--- config.mk ---
export PLATFORM = sky130hd
export DESIGN_NAME = grain_weighted_average_flat
export DESIGN_NICKNAME = d
export VERILOG_FILES = /design/src/rtl/gwa_pkg.sv /design/src/rtl/gwa_stream_if.sv /design/src/rtl/gwa_ctrl.sv /design/src/rtl/gwa_datapath.sv /design/src/rtl/grain_weighted_average.sv /design/src/flat_wrapper.sv
export SDC_FILE = /design/constraint.sdc
export NUM_CORES = 2
export LEC_CHECK = 0
export BUFFER_PORTS_ARGS = -buffer_cell sky130_fd_sc_hd__clkbuf_2
export CORE_UTILIZATION = 30
export CTS_CLUSTER_SIZE = 24
export DETAILED_ROUTE_END_ITERATION = 7
export PLACE_DENSITY_LB_ADDON = 0.12
export SLEW_MARGIN = 0
export SYNTH_ARGS = -nofsm -noshare
export SYNTH_HDL_FRONTEND = slang
export SYNTH_SLANG_ARGS = --single-unit
--- constraint.sdc ---
create_clock -name clk -period 8.21 [get_ports clk]
set_clock_uncertainty 0.2 [all_clocks]
set_input_delay 1.642 -clock clk [delete_from_list [all_inputs] [get_ports clk]]
set_output_delay 1.642 -clock clk [all_outputs]
set_load 0.02 [all_outputs]
--- src/rtl/gwa_pkg.sv ---
// ----------------------------------------------------------------------------
// gwa_pkg
// Shared widths, payload types, controller states and the command and status
// bundles that join the controller to the datapath.
// ----------------------------------------------------------------------------
package gwa_pkg;

  localparam int CELL_STATES_W = 40;
  localparam int CELL_ENERGY_W = 20;
  localparam int GRAIN_STATES_W = 44;
  localparam int WSUM_W = 64;
  localparam int GRAIN_SIZE_W = 4;
  localparam int GRAIN_COUNT_W = 16;
  localparam int CFG_INDEX_W = 4;
  localparam int CFG_DATA_W = 16;

  // The cell states are multiplied in two halves of this many bits.
  localparam int MUL_SPLIT = 20;
  localparam int PROD_W = MUL_SPLIT + CELL_ENERGY_W;

  // Quotient bits produced by the divider, one per cycle.
  localparam int DIV_STEPS = CELL_ENERGY_W;
  localparam int DIV_STEP_W = 5;

  localparam logic [CFG_INDEX_W-1:0] REG_GRAIN_SIZE = CFG_INDEX_W'(0);
  localparam logic [CFG_INDEX_W-1:0] REG_GRAIN_COUNT = CFG_INDEX_W'(1);

  typedef struct packed {
    logic [CELL_STATES_W-1:0] cell_states;
    logic [CELL_ENERGY_W-1:0] cell_energy;
  } cell_t;

  typedef struct packed {
    logic [GRAIN_STATES_W-1:0] grain_states;
    logic [CELL_ENERGY_W-1:0]  grain_mean_energy;
    logic [GRAIN_COUNT_W-1:0]  grain_position;
    logic                      grain_empty;
    logic                      final_grain;
    logic                      grains_short;
  } grain_t;

  typedef struct packed {
    logic [CFG_INDEX_W-1:0] index;
    logic [CFG_DATA_W-1:0]  data;
  } cfg_t;

  typedef enum logic [2:0] {
    ST_IDLE,
    ST_MUL_LO,
    ST_ADD_LO,
    ST_ADD_HI,
    ST_CHECK,
    ST_DIV,
    ST_FINISH
  } state_t;

  typedef struct packed {
    logic load;
    logic mul_lo;
    logic add_lo;
    logic add_hi;
    logic check;
    logic div_step;
    logic finish;
  } cmd_t;

  typedef struct packed {
    logic close;
    logic sum_zero;
    logic overflow;
    logic div_done;
    logic out_free;
  } status_t;

endpackage

--- src/rtl/gwa_stream_if.sv ---
// ----------------------------------------------------------------------------
// gwa_stream_if
// Valid/ready channel carrying one payload struct per transfer.
// ----------------------------------------------------------------------------
interface gwa_stream_if #(
  parameter type payload_t = logic
);

  logic     valid;
  logic     ready;
  payload_t payload;

  modport source (output valid, output payload, input ready);
  modport sink (input valid, input payload, output ready);

endinterface

--- src/rtl/gwa_ctrl.sv ---
// ----------------------------------------------------------------------------
// gwa_ctrl
// Sequencer: accepts a cell, steps the multiply and accumulate, and on a grain
// close runs the check, the divider and the result load.
// ----------------------------------------------------------------------------
module gwa_ctrl (
  input  logic             clk,
  input  logic             rst,
  input  logic             in_valid,
  output logic             in_ready,
  input  gwa_pkg::status_t status,
  output gwa_pkg::cmd_t    cmd
);
  import gwa_pkg::*;

  state_t state;
  state_t state_next;

  always_ff @(posedge clk) begin
    if (rst) begin
      state <= ST_IDLE;
    end else begin
      state <= state_next;
    end
  end

  always_comb begin
    state_next = state;
    cmd = '0;
    in_ready = 1'b0;
    case (state)
      ST_IDLE: begin
        in_ready = 1'b1;
        if (in_valid) begin
          cmd.load = 1'b1;
          state_next = ST_MUL_LO;
        end
      end
      ST_MUL_LO: begin
        cmd.mul_lo = 1'b1;
        state_next = ST_ADD_LO;
      end
      ST_ADD_LO: begin
        cmd.add_lo = 1'b1;
        state_next = ST_ADD_HI;
      end
      ST_ADD_HI: begin
        cmd.add_hi = 1'b1;
        state_next = status.close ? ST_CHECK : ST_IDLE;
      end
      ST_CHECK: begin
        cmd.check = 1'b1;
        // empty grain or saturated mean needs no division
        state_next = (status.sum_zero || status.overflow) ? ST_FINISH : ST_DIV;
      end
      ST_DIV: begin
        cmd.div_step = 1'b1;
        if (status.div_done) begin
          state_next = ST_FINISH;
        end
      end
      ST_FINISH: begin
        // hold until the output register can take the result
        cmd.finish = status.out_free;
        if (status.out_free) begin
          state_next = ST_IDLE;
        end
      end
      default: begin
        state_next = ST_IDLE;
      end
    endcase
  end

endmodule

--- src/rtl/gwa_datapath.sv ---
// ----------------------------------------------------------------------------
// gwa_datapath
// Configuration registers, split multiplier, saturating accumulators, grain
// counters, restoring divider and the result register.
// ----------------------------------------------------------------------------
module gwa_datapath #(
  parameter int STATE_BITS = 40,
  parameter int ENERGY_BITS = 20
) (
  input  logic             clk,
  input  logic             rst,
  input  gwa_pkg::cell_t   cell_data,
  input  logic             cfg_valid,
  input  gwa_pkg::cfg_t    cfg_payload,
  input  gwa_pkg::cmd_t    cmd,
  output gwa_pkg::status_t status,
  output logic             out_valid,
  input  logic             out_ready,
  output gwa_pkg::grain_t  out_payload
);
  import gwa_pkg::*;

  localparam int SB = (STATE_BITS > CELL_STATES_W) ? CELL_STATES_W : STATE_BITS;
  localparam int EB = (ENERGY_BITS > CELL_ENERGY_W) ? CELL_ENERGY_W : ENERGY_BITS;
  localparam logic [CELL_STATES_W-1:0] STATE_MASK =
    {CELL_STATES_W{1'b1}} >> (CELL_STATES_W - SB);
  localparam logic [CELL_ENERGY_W-1:0] ENERGY_MAX =
    {CELL_ENERGY_W{1'b1}} >> (CELL_ENERGY_W - EB);
  localparam logic [GRAIN_STATES_W-1:0] SUM_MAX = '1;
  localparam logic [WSUM_W-1:0] WSUM_MAX = '1;

  // configuration
  logic [GRAIN_SIZE_W-1:0]  grain_size;
  logic [GRAIN_COUNT_W-1:0] grain_count;
  logic [GRAIN_SIZE_W-1:0]  size_eff;
  logic [GRAIN_COUNT_W-1:0] count_eff;

  // operands and product
  logic [CELL_STATES_W-1:0] st;
  logic [CELL_ENERGY_W-1:0] en;
  logic [PROD_W-1:0]        prod;

  // grain state
  logic [GRAIN_SIZE_W-1:0]   cell_in_grain;
  logic [GRAIN_COUNT_W-1:0]  grains_seen;
  logic [GRAIN_COUNT_W-1:0]  grains_produced;
  logic [GRAIN_STATES_W-1:0] states_sum;
  logic [WSUM_W-1:0]         weighted_sum;

  // divider
  logic [WSUM_W-1:0]        rem;
  logic [WSUM_W-1:0]        dvs;
  logic [CELL_ENERGY_W-1:0] quo;
  logic [DIV_STEP_W-1:0]    step;

  logic [GRAIN_SIZE_W-1:0]   cell_next;
  logic [WSUM_W:0]           wsum_lo;
  logic [WSUM_W:0]           wsum_hi;
  logic [GRAIN_STATES_W:0]   ssum;
  logic [WSUM_W-1:0]         sum_scaled;
  logic                      rem_ge;
  logic [GRAIN_COUNT_W-1:0]  produced_next;
  logic [GRAIN_COUNT_W-1:0]  seen_next;
  logic                      fin;
  logic [CELL_ENERGY_W-1:0]  mean;

  assign size_eff = (grain_size == '0) ? GRAIN_SIZE_W'(1) : grain_size;
  assign count_eff = (grain_count == '0) ? GRAIN_COUNT_W'(1) : grain_count;

  assign cell_next = cell_in_grain + GRAIN_SIZE_W'(1);
  assign wsum_lo = {1'b0, weighted_sum} + (WSUM_W + 1)'(prod);
  assign wsum_hi = {1'b0, weighted_sum} + {(WSUM_W + 1 - PROD_W - MUL_SPLIT)'(0),
                                           prod, MUL_SPLIT'(0)};
  assign ssum = {1'b0, states_sum} + (GRAIN_STATES_W + 1)'(st);
  assign sum_scaled = {states_sum, CELL_ENERGY_W'(0)};
  assign rem_ge = (rem >= dvs);

  assign produced_next = grains_produced + GRAIN_COUNT_W'(!status.sum_zero);
  assign seen_next = grains_seen + GRAIN_COUNT_W'(1);
  assign fin = (seen_next == '0) || (seen_next >= count_eff);
  assign mean = status.sum_zero ? '0 : ((quo > ENERGY_MAX) ? ENERGY_MAX : quo);

  assign status.close = (cell_next == '0) || (cell_next >= size_eff);
  assign status.sum_zero = (states_sum == '0);
  assign status.overflow = (weighted_sum >= sum_scaled);
  assign status.div_done = (step == '0);
  assign status.out_free = !out_valid || out_ready;

  always_ff @(posedge clk) begin
    if (rst) begin
      grain_size <= GRAIN_SIZE_W'(1);
      grain_count <= GRAIN_COUNT_W'(1);
    end else if (cfg_valid) begin
      if (cfg_payload.index == REG_GRAIN_SIZE) begin
        grain_size <= cfg_payload.data[GRAIN_SIZE_W-1:0];
      end else if (cfg_payload.index == REG_GRAIN_COUNT) begin
        grain_count <= cfg_payload.data[GRAIN_COUNT_W-1:0];
      end
    end
  end

  // operands, product and divider registers
  always_ff @(posedge clk) begin
    if (cmd.load) begin
      st <= cell_data.cell_states & STATE_MASK;
      en <= cell_data.cell_energy & ENERGY_MAX;
    end
    if (cmd.mul_lo) begin
      prod <= PROD_W'(st[MUL_SPLIT-1:0]) * PROD_W'(en);
    end
    if (cmd.add_lo) begin
      prod <= PROD_W'(st[CELL_STATES_W-1:MUL_SPLIT]) * PROD_W'(en);
    end
    if (cmd.check) begin
      rem <= weighted_sum;
      dvs <= {1'b0, states_sum, (CELL_ENERGY_W - 1)'(0)};
      quo <= status.overflow ? '1 : '0;
      step <= DIV_STEP_W'(DIV_STEPS - 1);
    end
    if (cmd.div_step) begin
      if (rem_ge) begin
        rem <= rem - dvs;
      end
      quo <= {quo[CELL_ENERGY_W-2:0], rem_ge};
      dvs <= dvs >> 1;
      step <= step - DIV_STEP_W'(1);
    end
  end

  always_ff @(posedge clk) begin
    if (rst) begin
      cell_in_grain <= '0;
      grains_seen <= '0;
      grains_produced <= '0;
      states_sum <= '0;
      weighted_sum <= '0;
    end else begin
      if (cmd.add_lo) begin
        weighted_sum <= wsum_lo[WSUM_W] ? WSUM_MAX : wsum_lo[WSUM_W-1:0];
      end
      if (cmd.add_hi) begin
        weighted_sum <= wsum_hi[WSUM_W] ? WSUM_MAX : wsum_hi[WSUM_W-1:0];
        states_sum <= ssum[GRAIN_STATES_W] ? SUM_MAX : ssum[GRAIN_STATES_W-1:0];
        if (!status.close) begin
          cell_in_grain <= cell_next;
        end
      end
      if (cmd.finish) begin
        cell_in_grain <= '0;
        states_sum <= '0;
        weighted_sum <= '0;
        grains_seen <= fin ? '0 : seen_next;
        grains_produced <= fin ? '0 : produced_next;
      end
    end
  end

  always_ff @(posedge clk) begin
    if (rst) begin
      out_valid <= 1'b0;
    end else if (cmd.finish) begin
      out_valid <= 1'b1;
    end else if (out_ready) begin
      out_valid <= 1'b0;
    end
  end

  always_ff @(posedge clk) begin
    if (cmd.finish) begin
      out_payload.grain_states <= states_sum;
      out_payload.grain_mean_energy <= mean;
      out_payload.grain_position <= grains_produced;
      out_payload.grain_empty <= status.sum_zero;
      out_payload.final_grain <= fin;
      out_payload.grains_short <= fin && (produced_next < count_eff);
    end
  end

endmodule

--- src/rtl/grain_weighted_average.sv ---
// A cell that does not close a grain passes load, low multiply, low add and high add;
// a closing cell then runs the check, the one-bit-per-cycle divider (skipped when the
// grain is empty or its mean saturates) and the finish step, which loads the result
// register once the output is free; a new cell is taken only when the last is through.
// Reset: synchronous; grain_size and grain_count return to 1, all sums and counters to zero.
// ----------------------------------------------------------------------------
// grain_weighted_average
// Groups cells into grains and emits per grain the saturating state sum and the
// truncated energy-weighted mean, with compacted position and end-of-run flags.
// ----------------------------------------------------------------------------
module grain_weighted_average #(
  parameter int STATE_BITS = 40,
  parameter int ENERGY_BITS = 20
) (
  input logic             clk,
  input logic             rst,
  gwa_stream_if.sink      cells,
  gwa_stream_if.source    grains,
  gwa_stream_if.sink      cfg
);
  import gwa_pkg::*;

  cmd_t    cmd;
  status_t status;
  logic    in_ready;

  assign cells.ready = in_ready;
  assign cfg.ready = 1'b1;

  gwa_ctrl u_ctrl (
    .clk      (clk),
    .rst      (rst),
    .in_valid (cells.valid),
    .in_ready (in_ready),
    .status   (status),
    .cmd      (cmd)
  );

  gwa_datapath #(
    .STATE_BITS  (STATE_BITS),
    .ENERGY_BITS (ENERGY_BITS)
  ) u_datapath (
    .clk         (clk),
    .rst         (rst),
    .cell_data   (cells.payload),
    .cfg_valid   (cfg.valid),
    .cfg_payload (cfg.payload),
    .cmd         (cmd),
    .status      (status),
    .out_valid   (grains.valid),
    .out_ready   (grains.ready),
    .out_payload (grains.payload)
  );

endmodule

--- src/flat_wrapper.sv ---
// flat-port wrapper written by rule: the top's interface ports become plain ports
module grain_weighted_average_flat import gwa_pkg::*;
#(
  parameter int STATE_BITS = 40,
  parameter int ENERGY_BITS = 20
)
  (clk, rst, cells_valid, cells_payload, cells_ready, grains_valid, grains_payload, grains_ready, cfg_valid, cfg_payload, cfg_ready);
  gwa_stream_if #(.payload_t(cell_t)) cells_i ();
  gwa_stream_if #(.payload_t(grain_t)) grains_i ();
  gwa_stream_if #(.payload_t(cfg_t)) cfg_i ();
  input logic clk;
  input logic rst;
  input wire logic [$bits(cells_i.valid)-1:0] cells_valid;
  input wire logic [$bits(cells_i.payload)-1:0] cells_payload;
  output wire logic [$bits(cells_i.ready)-1:0] cells_ready;
  output wire logic [$bits(grains_i.valid)-1:0] grains_valid;
  output wire logic [$bits(grains_i.payload)-1:0] grains_payload;
  input wire logic [$bits(grains_i.ready)-1:0] grains_ready;
  input wire logic [$bits(cfg_i.valid)-1:0] cfg_valid;
  input wire logic [$bits(cfg_i.payload)-1:0] cfg_payload;
  output wire logic [$bits(cfg_i.ready)-1:0] cfg_ready;
  assign cells_i.valid = cells_valid;
  assign cells_i.payload = cells_payload;
  assign cells_ready = cells_i.ready;
  assign grains_valid = grains_i.valid;
  assign grains_payload = grains_i.payload;
  assign grains_i.ready = grains_ready;
  assign cfg_i.valid = cfg_valid;
  assign cfg_i.payload = cfg_payload;
  assign cfg_ready = cfg_i.ready;
  grain_weighted_average #(.STATE_BITS(STATE_BITS), .ENERGY_BITS(ENERGY_BITS)) u_core (.clk(clk), .rst(rst), .cells(cells_i), .grains(grains_i), .cfg(cfg_i));
endmodule
==> flow_metrics.env <==
export IMPL_worstSkewPairLatency_ns=0.70
export IMPL_hold_path_depth=0
export IMPL_final_cell_mix="899 x inv_1, 687 x nand2_1, 644 x fa_1, 567 x ha_1, 460 x and2_1"
export IMPL_reg2reg_from="u_core.u_datapath.en[4]$_DFFE_PP_"
export IMPL_dpl_cell_area_sq_um=62700
export IMPL_status="completed"
export IMPL_worst_ep_required_time_ns=8.39
export IMPL_antenna_found_initial=11
export IMPL_min_from="u_core.u_datapath.grains_produced[0]$_SDFFE_PP0P_"
export IMPL_ios=171
export IMPL_yosys_area_share_simple_pct=16.1
export IMPL_area_growth_pct=11.2
export IMPL_maxSlewViolCount=0
export IMPL_yosys_area_share_adder_pct=34.1
export IMPL_setup_viol=0
export IMPL_synth_xor_area_share_pct=4.07
export IMPL_yosysTopAreaCell="fa_1"
export IMPL_worst_slew_pin_slew_ns=1.24
export IMPL_ys_types=92
export IMPL_port_buffers=169
export IMPL_ys_seq_area_share_pct=21.8
export IMPL_std_cell_rows=161
export IMPL_fp_dieW_um=444
export IMPL_hold_class="reg -> reg"
export IMPL_final_common_cell="inv_1"
export IMPL_synth_area_leaders="fa_1 22%, edfxtp_1 14%, ha_1 12%"
export IMPL_max_cap_violations=0
export IMPL_cts_root_buf="clkbuf_16"
export IMPL_htreeDepth=3
export IMPL_cts_path_max_buffers=3
export IMPL_fp_dieH_um=444
export IMPL_drc=0
export IMPL_syn_nets=7824
export IMPL_drtAntennaViolNets=0
export IMPL_timing_fmax_mhz=129
export IMPL_grt_first_pass_wirelength_um=313000
export IMPL_rsz0062_at_grt="false"
export IMPL_finalHoldViolCount=0
export IMPL_finalSetupTns_ns=0
export IMPL_crit_arrival_ns=7.96
export IMPL_drive_gt1_share_pct=7.92
export IMPL_fill_cells=20100
export IMPL_synth_seq_cells=503
export IMPL_synthFlopType="edfxtp_1"
export IMPL_path_class="reg -> reg"
export IMPL_syn_inst=6528
export IMPL_wl_um=207000
export IMPL_start_util_pct=30.3
export IMPL_synth_area_mux_share_pct=1.70
export IMPL_cts_buffers=72
export IMPL_fin_crit_ns=7.78
export IMPL_drtIter0Drc=2807
export IMPL_synth_area_sq_um=58600
export IMPL_finalNonFillerCells=9182
export IMPL_wl_per_cell_um=22.5
export IMPL_startpoint="u_core.u_datapath.en[4]$_DFFE_PP_"
export IMPL_vias_per_cell=5.05
export IMPL_dp_hpwl_um=166000
export IMPL_relSlewSlack_pct=17.2
export IMPL_cp_max_fo=17
export IMPL_path_clk_slew_ns=0.06
export IMPL_first_global_vias=48700
export IMPL_clock_sinks=503
export IMPL_cts_tree="done"
export IMPL_r2r_cells=26
export IMPL_synth_compound_area_share_pct=14.1
export IMPL_synth_top_family_by_area="adder cells"
export IMPL_nets=7891
export IMPL_grt_max_degree=66
export IMPL_async_flop_share_pct=0
export IMPL_period_share_pct=94.7
export IMPL_synth_avg_cell_area_sq_um=8.97
export IMPL_gp_congestion=0.908
export IMPL_dieArea_sq_um=197000
export IMPL_yosysTopAreaCellShare_pct=22.0
export IMPL_first_pass_iters=8
export IMPL_grt_use_total_pct=21.0
export IMPL_yosysWarnings=0
export IMPL_gr_total_overflow=0
export IMPL_synth_edf_count=271
export IMPL_final_area_sq_um=65100
export IMPL_place_inst=9042
export IMPL_vias=46300
export IMPL_critPathLaunchType="flip-flop"
export IMPL_cp_end_kind="flip-flop"
export IMPL_cts_hold_buf=0
export IMPL_core_sq_um=193000
## flip-flops by register name, indices dropped and copies added, names as in the netlist, 40 cells and up
signal,cells
u_core.u_datapath.states_sum,44
u_core.u_datapath.rem,64
u_core.u_datapath.dvs,63
u_core.u_datapath.out_payload,83
u_core.u_datapath.prod,40
u_core.u_datapath.st,40
u_core.u_datapath.weighted_sum,64
## path summary, 6_finish.rpt
kind / slack, ns / to
worst max register to register: 0.43 / u_core.u_datapath.prod[25]$_DFFE_PP_
worst min-delay path: 0.26 / u_core.u_datapath.out_payload[3]$_DFFE_PP_
worst max-delay path: 0.43 / u_core.u_datapath.prod[25]$_DFFE_PP_
worst min register to register: 0.26 / u_core.u_datapath.out_payload[3]$_DFFE_PP_
## cells in the mapped netlist, types with 43 or more instances
cell type	count
inv_1	900
nand2_1	690
fa_1	644
ha_1	567
and2_1	462
a21oi_1	403
clkbuf_1	303
nor2_1	274
edfxtp_1	271
o21ai_0	265
dfxtp_1	232
a21o_1	184
xnor2_1	147
xor2_1	125
nand3_1	112
mux2i_1	77
nand4_1	71
nand2b_1	57
a31oi_1	54
nor2b_1	54
nor3_1	52
and3_1	43
o21a_1	43
o21bai_1	43
## through the flow
step / util [%] / hold WS, ns / setup WS (ns)
floorplan: - / 0.237 / 0.990
global placement: 32.4 / 0.258 / 0.218
detailed placement: 32.4 / 0.258 / 0.129
CTS: 33.7 / 0.247 / 0.150
global route: 33.7 / 0.299 / 0.0362
finish: 33.7 / 0.264 / 0.433
## timing repair
action	4_1_cts	5_1_grt
endpoints found under the setup margin	0	7
buffers inserted	0	5
gates resized for setup	0	2
## critical path, cell delays in order (launching register included)
cell and delay (ns):
edfxtp_1 0.54, buf_4 0.32, buf_4 0.23, and2_1 0.17, fa_1 0.44, fa_1 0.52, inv_1 0.05, fa_1 0.48
inv_1 0.04, ha_1 0.26, ha_1 0.30, fa_1 0.48, inv_1 0.05, fa_1 0.48, inv_1 0.04, ha_1 0.36
a2111oi_0 0.40, o21ai_0 0.21, buf_4 0.20, a22oi_1 0.24, o31ai_1 0.14, o41ai_1 0.37, buf_4 0.22, o21bai_1 0.08
a21oi_1 0.18, xor2_1 0.29, a21oi_1 0.17
## layer usage
| metal | routed length [um] | part of all wire [%] | vias to the layer above | GRT usage (%) |
|---|---|---|---|---|
| met1 | 95400 | 46 | 23300 | 28.5 |
| met5 | 0 | 0 | - | 0 |
| met3 | 7520 | 3.6 | 223 | 2.17 |
| met4 | 6320 | 3.1 | 0 | 6.27 |
| met2 | 97300 | 47 | 920 | 35.3 |
| li1 | - | - | 22000 | - |
## logic make-up (layout without fill, tap and decap cells)
kind of cell	after synthesis	after routing
other cells	1	2
mux	97	97
simple gates	1912	1912
flops	503	503
xor+xnor	272	272
fa+ha+maj	1211	1211
buf+inv	1240	1367
compound gates	1292	1292
## cell type report
type,count,area [sq um],area share (%)
Clock buffer,84,1920,2.95
Antenna cell,1,2.50,0.00384
Tap cell,2526,3160,4.85
Clock inverter,50,485,0.746
Inverter,900,3380,5.19
Multi-Input combinational cell,4785,41200,63.3
Timing Repair Buffer,333,2190,3.36
Sequential cell,503,12800,19.6
Power is left out: the tool's default activity adds up to more than one toggle a clock period on the data nets, which glitch-free logic cannot reach.
